### config.mk
export PLATFORM = sky130hd
export DESIGN_NAME = round_robin_schedule_simulator
export DESIGN_NICKNAME = d
export VERILOG_FILES = /design/src/design/rrs_pkg.sv /design/src/design/rrs_slice.sv /design/src/design/round_robin_schedule_simulator.sv
export SDC_FILE = /design/constraint.sdc
export NUM_CORES = 1
export LEC_CHECK = 0
export BUFFER_PORTS_ARGS = -buffer_cell sky130_fd_sc_hd__buf_2
export CORE_MARGIN = 4
export CORE_UTILIZATION = 56
export DETAILED_ROUTE_END_ITERATION = 10
export PLACE_DENSITY = 0.86
export SYNTH_ARGS = -nofsm -noshare
export SYNTH_HDL_FRONTEND = slang
export SYNTH_SLANG_ARGS = --single-unit
### constraint.sdc
create_clock -name i_clk -period 8.4 [get_ports i_clk]
set_clock_uncertainty 0.05 [all_clocks]
set_input_delay 1.26 -clock i_clk [delete_from_list [all_inputs] [get_ports i_clk]]
set_output_delay 1.26 -clock i_clk [all_outputs]
set_load 0.02 [all_outputs]
### src/design/rrs_pkg.sv
// Shared types and constants for the round-robin schedule simulator.
// Holds the input and result word structs, the slice status struct and field widths.
// No dependencies.
`timescale 1ns / 1ps
`default_nettype none

package rrs_pkg;

    localparam int DEF_MAX_PROCS = 16;

    localparam int ARR_W      = 16;
    localparam int BURST_W    = 16;
    localparam int QUANTUM_W  = 16;
    localparam int OUT_TIME_W = 21;
    localparam int OUT_IDX_W  = 4;

    localparam logic [QUANTUM_W-1:0] QUANTUM_RST = QUANTUM_W'(4);

    typedef struct packed {
        logic [ARR_W-1:0]   arrival_time;
        logic [BURST_W-1:0] burst_time;
        logic               last_process;
    } t_in_item;

    typedef struct packed {
        logic [OUT_IDX_W-1:0]  process_index;
        logic [OUT_TIME_W-1:0] completion_time;
        logic [OUT_TIME_W-1:0] turnaround_time;
        logic [OUT_TIME_W-1:0] waiting_time;
        logic                  last_result;
    } t_out_item;

    // Outcome of one visit of a process during a sweep.
    typedef struct packed {
        logic eligible;
        logic finish;
        logic pending;
    } t_slice_flags;

endpackage

`default_nettype wire

### src/design/rrs_slice.sv
// Shared slice unit: runs one process for at most one quantum from the current time.
// Depends on rrs_pkg for widths and the slice status struct.
`timescale 1ns / 1ps
`default_nettype none

module rrs_slice #(
    parameter int TIME_W = 21
) (
    input  wire logic [TIME_W-1:0]            i_time,
    input  wire logic [rrs_pkg::ARR_W-1:0]     i_arrival,
    input  wire logic [rrs_pkg::BURST_W-1:0]   i_remaining,
    input  wire logic [rrs_pkg::QUANTUM_W-1:0] i_quantum,
    output rrs_pkg::t_slice_flags              o_flags,
    output logic [TIME_W-1:0]                  o_time,
    output logic [rrs_pkg::BURST_W-1:0]        o_remaining
);
    import rrs_pkg::*;

    logic                 w_live;
    logic                 w_over;
    logic [BURST_W-1:0]   w_step;

    always_comb begin
        w_live = (i_remaining != '0);
        w_over = (i_remaining > BURST_W'(i_quantum));
        w_step = w_over ? BURST_W'(i_quantum) : i_remaining;

        o_flags.eligible = w_live && (TIME_W'(i_arrival) <= i_time);
        o_flags.pending  = w_live && !o_flags.eligible;
        o_flags.finish   = o_flags.eligible && !w_over;

        o_time      = i_time + TIME_W'(w_step);
        o_remaining = w_over ? (i_remaining - BURST_W'(i_quantum)) : '0;
    end

endmodule

`default_nettype wire

### src/design/round_robin_schedule_simulator.sv
// Top level of the round-robin schedule simulator: loader, sweep sequencer and result stage.
// Depends on rrs_pkg and on rrs_slice, the shared slice unit.
//
//   channel  direction  handshake                  word
//   in       input      i_in_valid / o_in_ready    t_in_item, one process per word
//   out      output     o_out_valid / i_out_ready  t_out_item, one per loaded process
//   cfg      input      i_cfg_valid / o_cfg_ready  time quantum, always taken
//
// Load words are taken one per cycle. After the closing word the sequencer sweeps the
// stores through the single slice unit and the registered store reads, visiting each
// process in S_RD and S_EX and closing each sweep in S_CHK; the run depends on the data.
// Each result then passes S_ORD, S_OTAT, S_OFMT and S_OSEND, which holds on an output stall.
// Reset is synchronous and active low; it clears the counts, the time and the quantum
// to four. The input side is not ready from the closing word until the last result goes.
`timescale 1ns / 1ps
`default_nettype none

module round_robin_schedule_simulator #(
    parameter int MAX_PROCS = rrs_pkg::DEF_MAX_PROCS
) (
    input  wire logic                         i_clk,
    input  wire logic                         i_rst_n,
    input  wire logic                         i_in_valid,
    output logic                              o_in_ready,
    input  wire rrs_pkg::t_in_item            i_in_data,
    output logic                              o_out_valid,
    input  wire logic                         i_out_ready,
    output rrs_pkg::t_out_item                o_out_data,
    input  wire logic                         i_cfg_valid,
    output logic                              o_cfg_ready,
    input  wire logic [rrs_pkg::QUANTUM_W-1:0] i_cfg_data
);
    import rrs_pkg::*;

    localparam int IDX_W  = (MAX_PROCS > 1) ? $clog2(MAX_PROCS) : 1;
    localparam int CNT_W  = $clog2(MAX_PROCS + 1);
    localparam int TIME_W = BURST_W + CNT_W;

    typedef enum logic [7:0] {
        S_LOAD  = 8'b0000_0001,
        S_CHK   = 8'b0000_0010,
        S_RD    = 8'b0000_0100,
        S_EX    = 8'b0000_1000,
        S_ORD   = 8'b0001_0000,
        S_OTAT  = 8'b0010_0000,
        S_OFMT  = 8'b0100_0000,
        S_OSEND = 8'b1000_0000
    } t_state;

    // Process stores; only entries loaded in the current set are visited.
    logic [ARR_W-1:0]   arrival_mem    [MAX_PROCS];
    logic [BURST_W-1:0] burst_mem      [MAX_PROCS];
    logic [BURST_W-1:0] remaining_mem  [MAX_PROCS];
    logic [TIME_W-1:0]  completion_mem [MAX_PROCS];

    t_state               r_state, n_state;
    logic [QUANTUM_W-1:0] r_quantum;
    logic [CNT_W-1:0]     r_loaded, n_loaded;
    logic [CNT_W-1:0]     r_finished, n_finished;
    logic [TIME_W-1:0]    r_time, n_time;
    logic [IDX_W-1:0]     r_idx, n_idx;
    logic                 r_idle, n_idle;
    logic                 r_min_vld, n_min_vld;
    logic [ARR_W-1:0]     r_min, n_min;
    logic                 r_out_vld, n_out_vld;
    t_out_item            r_out, n_out;
    logic [TIME_W-1:0]    r_tat, n_tat;
    logic [TIME_W-1:0]    r_ct, n_ct;
    logic [BURST_W-1:0]   r_bt, n_bt;

    logic [ARR_W-1:0]     r_rd_arr;
    logic [BURST_W-1:0]   r_rd_burst;
    logic [BURST_W-1:0]   r_rd_rem;
    logic [TIME_W-1:0]    r_rd_comp;

    logic                 w_in_acc;
    logic                 w_room;
    logic [IDX_W-1:0]     w_load_idx;
    logic [CNT_W-1:0]     w_last_cnt;
    logic [IDX_W-1:0]     w_last_idx;
    logic [QUANTUM_W-1:0] w_quantum;

    t_slice_flags         w_flags;
    logic [TIME_W-1:0]    w_slice_time;
    logic [BURST_W-1:0]   w_slice_rem;

    logic                 w_rem_we;
    logic [IDX_W-1:0]     w_rem_addr;
    logic [BURST_W-1:0]   w_rem_wdata;
    logic                 w_comp_we;
    logic [TIME_W-1:0]    w_comp_wdata;

    assign o_in_ready  = (r_state == S_LOAD);
    assign o_cfg_ready = 1'b1;
    assign o_out_valid = r_out_vld;
    assign o_out_data  = r_out;

    assign w_in_acc   = i_in_valid && o_in_ready;
    assign w_room     = (r_loaded < CNT_W'(MAX_PROCS));
    assign w_load_idx = r_loaded[IDX_W-1:0];
    assign w_last_cnt = r_loaded - CNT_W'(1);
    assign w_last_idx = w_last_cnt[IDX_W-1:0];
    assign w_quantum  = (r_quantum == '0) ? QUANTUM_W'(1) : r_quantum;

    rrs_slice #(
        .TIME_W (TIME_W)
    ) u_slice (
        .i_time      (r_time),
        .i_arrival   (r_rd_arr),
        .i_remaining (r_rd_rem),
        .i_quantum   (w_quantum),
        .o_flags     (w_flags),
        .o_time      (w_slice_time),
        .o_remaining (w_slice_rem)
    );

    // Store write ports: loads write at the fill position, sweeps at the visited entry.
    always_comb begin
        w_rem_we     = 1'b0;
        w_rem_addr   = r_idx;
        w_rem_wdata  = w_slice_rem;
        w_comp_we    = 1'b0;
        w_comp_wdata = w_slice_time;
        if (r_state == S_LOAD) begin
            w_rem_addr   = w_load_idx;
            w_rem_wdata  = i_in_data.burst_time;
            w_rem_we     = w_in_acc && w_room;
            w_comp_wdata = TIME_W'(i_in_data.arrival_time);
            w_comp_we    = w_in_acc && w_room && (i_in_data.burst_time == '0);
        end else if (r_state == S_EX) begin
            w_rem_we  = w_flags.eligible;
            w_comp_we = w_flags.finish;
        end
    end

    always_ff @(posedge i_clk) begin
        if (w_in_acc && w_room) begin
            arrival_mem[w_load_idx] <= i_in_data.arrival_time;
            burst_mem[w_load_idx]   <= i_in_data.burst_time;
        end
        if (w_rem_we) begin
            remaining_mem[w_rem_addr] <= w_rem_wdata;
        end
        if (w_comp_we) begin
            completion_mem[w_rem_addr] <= w_comp_wdata;
        end
        r_rd_arr   <= arrival_mem[r_idx];
        r_rd_burst <= burst_mem[r_idx];
        r_rd_rem   <= remaining_mem[r_idx];
        r_rd_comp  <= completion_mem[r_idx];
    end

    always_comb begin
        n_state    = r_state;
        n_loaded   = r_loaded;
        n_finished = r_finished;
        n_time     = r_time;
        n_idx      = r_idx;
        n_idle     = r_idle;
        n_min_vld  = r_min_vld;
        n_min      = r_min;
        n_out_vld  = r_out_vld;
        n_out      = r_out;
        n_tat      = r_tat;
        n_ct       = r_ct;
        n_bt       = r_bt;

        case (r_state)
            S_LOAD: begin
                if (w_in_acc) begin
                    if (w_room) begin
                        n_loaded = r_loaded + CNT_W'(1);
                        if (i_in_data.burst_time == '0) begin
                            n_finished = r_finished + CNT_W'(1);
                        end
                    end
                    if (i_in_data.last_process) begin
                        n_idle    = 1'b1;
                        n_min_vld = 1'b0;
                        n_state   = S_CHK;
                    end
                end
            end
            S_CHK: begin
                // A sweep that ran nothing jumps time to the earliest pending arrival.
                if (r_idle && r_min_vld && (TIME_W'(r_min) > r_time)) begin
                    n_time = TIME_W'(r_min);
                end
                n_idx     = '0;
                n_idle    = 1'b1;
                n_min_vld = 1'b0;
                if (r_finished == r_loaded) begin
                    n_state = S_ORD;
                end else begin
                    n_state = S_RD;
                end
            end
            S_RD: begin
                n_state = S_EX;
            end
            S_EX: begin
                if (w_flags.eligible) begin
                    n_idle = 1'b0;
                    n_time = w_slice_time;
                end
                if (w_flags.finish) begin
                    n_finished = r_finished + CNT_W'(1);
                end
                if (w_flags.pending && (!r_min_vld || (r_rd_arr < r_min))) begin
                    n_min_vld = 1'b1;
                    n_min     = r_rd_arr;
                end
                if (r_idx == w_last_idx) begin
                    n_state = S_CHK;
                end else begin
                    n_idx   = r_idx + IDX_W'(1);
                    n_state = S_RD;
                end
            end
            S_ORD: begin
                n_state = S_OTAT;
            end
            S_OTAT: begin
                n_ct    = r_rd_comp;
                n_tat   = r_rd_comp - TIME_W'(r_rd_arr);
                n_bt    = r_rd_burst;
                n_state = S_OFMT;
            end
            S_OFMT: begin
                n_out.process_index   = OUT_IDX_W'(r_idx);
                n_out.completion_time = OUT_TIME_W'(r_ct);
                n_out.turnaround_time = OUT_TIME_W'(r_tat);
                n_out.waiting_time    = OUT_TIME_W'(r_tat - TIME_W'(r_bt));
                n_out.last_result     = (r_idx == w_last_idx);
                n_out_vld             = 1'b1;
                n_state               = S_OSEND;
            end
            S_OSEND: begin
                if (i_out_ready) begin
                    n_out_vld = 1'b0;
                    if (r_idx == w_last_idx) begin
                        n_loaded   = '0;
                        n_finished = '0;
                        n_time     = '0;
                        n_idx      = '0;
                        n_state    = S_LOAD;
                    end else begin
                        n_idx   = r_idx + IDX_W'(1);
                        n_state = S_ORD;
                    end
                end
            end
            default: begin
                n_state = S_LOAD;
            end
        endcase
    end

    always_ff @(posedge i_clk) begin
        if (!i_rst_n) begin
            r_state    <= S_LOAD;
            r_quantum  <= QUANTUM_RST;
            r_loaded   <= '0;
            r_finished <= '0;
            r_time     <= '0;
            r_idx      <= '0;
            r_idle     <= 1'b1;
            r_min_vld  <= 1'b0;
            r_out_vld  <= 1'b0;
        end else begin
            r_state    <= n_state;
            r_loaded   <= n_loaded;
            r_finished <= n_finished;
            r_time     <= n_time;
            r_idx      <= n_idx;
            r_idle     <= n_idle;
            r_min_vld  <= n_min_vld;
            r_out_vld  <= n_out_vld;
            if (i_cfg_valid && o_cfg_ready) begin
                r_quantum <= i_cfg_data;
            end
        end
    end

    always_ff @(posedge i_clk) begin
        r_min <= n_min;
        r_out <= n_out;
        r_tat <= n_tat;
        r_ct  <= n_ct;
        r_bt  <= n_bt;
    end

endmodule

`default_nettype wire
==> impl_metrics.ini <==
[worst_hold_path]
hold_depth = 0
hp-start = r_rd_burst[11]
whs_endpoint = r_bt[11]
hp-class = reg2reg

[cts]
root_buffer = clkbuf_16
clockBufferDepth = 3
cts_resized = 0
holdBufCountCts = 0
cts.sinks = 1377
worstSkewPairLatency_ns = 0.78
cts_max_level = 4
tritoncts = yes
cts_setup_buffers = 0
cts_buffers = 135
clk_pin_slew_ns = 0.06

[cells_and_area]
nNetsFinal = 3799
drive_above_1_share_pct = 18.20
final_cell_mix = 1,246 x edfxtp_1, 238 x mux2i_1, 221 x o21ai_0
final_common_cell = edfxtp_1
area_growth_pct = 12.68

[power]
peakVddDrop_uv = 216.6
p_per_area_nw_per_um2 = 260.1
leakage_nw = 20.97
total_power_w = 0.01644

[synth]
synthArstFlopShare_pct = 0
synth_top_flop_cell = edfxtp_1
synth_fp_nets = 3597
synth_cell_types = 81
yosysSeqAreaShare_pct = 71.38
ys_ff_latch = 1377
syn_area_per_cell_um2 = 16.40
synth_edf_count = 1246
syn_area_um2 = 56090
synthCells = 3421
ys_warn_count = 0

[route]
vias_per_cell = 6.554
drcViolationCount = 0
firstDrtPassIters = 5
vias = 32910
wl_per_cell_um = 28.60
wl_um = 143600
ant_nets = 0
drt_iter0_drc = 5041

[timing]
rsz0062_at_grt = no
finalSetupViolations = 0
finalHoldViolations = 0
fin_tns_setup_ns = 0
tightest_slew_ns = 1.163
slew_headroom_pct = 22.50
fmax_ghz = 0.1506
fin_crit_sh_pct = 79.03
post-route-min-period_ns = 6.639
final_max_slew_viol_count = 0

[floorplanning]
ios = 125
initial_utilization_pct = 56.74
dieArea_um2 = 105300
coreArea_um2 = 98850
rows = 115
die_h_um = 324.5
die_w_um = 324.5

[placement]
place_congestion = 0.9212
numPortBuffers = 123
hpwl_um = 81700

[run]
cap_violations = 0

[worst_setup_path]
crit_required_ns = 8.80
worstReg2RegEnd = completion_mem[13][20]
arrival_ns = 7.04
worst-path-max-fanout = 30
rr_worst_depth = 21
crit_type = reg2reg
ff2ff_setup_slack_ns = 1.76
worstSetupStartpointType = flip-flop
r2r_start = r_quantum[12]
end_kind = flip-flop

[global_routing]
grt_antenna_before_repair = 12
grt_max_degree = 128
grt_pass1_vias = 33140
grtUsageTotal_pct = 27.11
grt_first_pass_wirelength_um = 211900
overflow = 0

[outcome]
status = finished clean
==> where the power goes <==
part	switching [W]	total (W)	internal, W
clock network	0.00269	0.00616	0.00347
logic	0.00140	0.00200	0.000606
registers	0.000145	0.00827	0.00813
==> routing by layer <==
layer	vias to the layer above	track usage (%)	routed length, um
met4	8	11.85	6499
met5	-	0	57
met3	429	6.604	18350
met2	2480	43.43	67860
li1	13870	-	-
met1	16130	35.73	50870
==> state kept, by name, summed over array words and instances (netlist names), 4 cells and up <==
signal,count
r_finished,5
r_min,16
burst_mem,256
r_ct,21
r_time,21
r_state,8
remaining_mem,256
completion_mem,336
r_rd_burst,16
r_tat,21
r_rd_arr,16
r_idx,4
r_rd_rem,16
r_quantum,16
arrival_mem,256
o_out_data,68
r_bt,16
r_rd_comp,21
r_loaded,5
==> final cells by class <==
type                    instances  area, um2
clock inverters                61      880.8
multi-input cells            1794      15260
repair buffers                215       1341
flip-flops and latches       1377      40050
inverters                     100      375.4
diodes                          5      12.51
well taps                    1287       1610
clock buffers                 183       3669
fillers                      6322      35650
==> worst max-delay path, cell delays in order, from the launching register on <==
cell	delay, ns
dfxtp_1	0.36
nor3_1	0.08
a41o_1	0.26
ha_1	0.22
fa_1	0.42
nor2b_1	0.23
o211ai_1	0.15
a21oi_1	0.44
a221o_1	0.27
nand2_1	0.29
buf_4	0.35
nand2_1	0.09
o21ai_0	0.09
ha_1	0.35
nand2_1	0.12
or4b_1	0.45
o21ai_0	0.30
a211oi_1	0.18
o41ai_4	0.59
nor2_1	0.17
xnor2_1	0.18
nor2_1	0.66
==> Yosys cell counts, types with 15 or more instances <==
| cell | count | area, um2 |
|---|---|---|
| ha_1 | 118 | 1476 |
| nor2b_1 | 47 | 294.0 |
| buf_2 | 24 | 120.1 |
| nand2_1 | 186 | 698.2 |
| dfxtp_1 | 131 | 2623 |
| nand2b_1 | 17 | 106.4 |
| a221oi_1 | 71 | 621.9 |
| nor2_1 | 110 | 412.9 |
| xnor2_1 | 51 | 446.7 |
| inv_1 | 99 | 371.6 |
| o21ai_0 | 222 | 1111 |
| edfxtp_1 | 1246 | 37420 |
| a22oi_1 | 71 | 533.0 |
| mux2i_1 | 238 | 2382 |
| nor4_1 | 15 | 93.84 |
| a21oi_1 | 140 | 700.7 |
| nand3_1 | 28 | 140.1 |
| xor2_1 | 26 | 227.7 |
| mux4_2 | 138 | 3108 |
| o31ai_1 | 17 | 127.6 |
| clkbuf_1 | 94 | 352.8 |
| nor3_1 | 20 | 100.1 |
| buf_1 | 28 | 105.1 |
| a21o_1 | 34 | 255.2 |
| mux2_2 | 69 | 777.0 |
==> worst max path at each step <==
stage                   from                endpoint  cells after the start
3_3_place_gp   r_quantum[11]   completion_mem[2][20]                     20
6_report       r_quantum[12]  completion_mem[13][20]                     21
2_1_floorplan     r_state[7]                 r_bt[0]                      3
5_1_grt        r_quantum[12]   completion_mem[0][20]                     20
3_5_place_dp   r_quantum[12]  completion_mem[11][20]                     21
4_1_cts        r_quantum[12]  completion_mem[11][20]                     21
==> kinds of logic after synthesis <==
kind of cell,share of synthesized area [%]
flip-flops,71.38
XOR/XNOR,1.243
AND/OR/NAND/NOR,4.243
other,0.006686
buffers and inverters,1.767
AO/OA/AOI/OAI,7.410
adder cells (fa/ha/maj),2.775
multiplexers,11.17
==> stage by stage <==
step	instances	util, %	hold slack, ns	worst slack, ns	instance area, um2
final	5022	63.94	0.3618	1.761	63200
after global routing	5018	63.93	0.3606	1.297	63190
after CTS	5016	63.92	0.3563	1.797	63190
after detailed placement	4772	59.32	0.3436	1.824	58640
after global placement	4772	59.32	0.3421	2.008	58640
after floorplan	3421	-	0.3355	0.9896	56100
(Power assumes the default switching activity.)
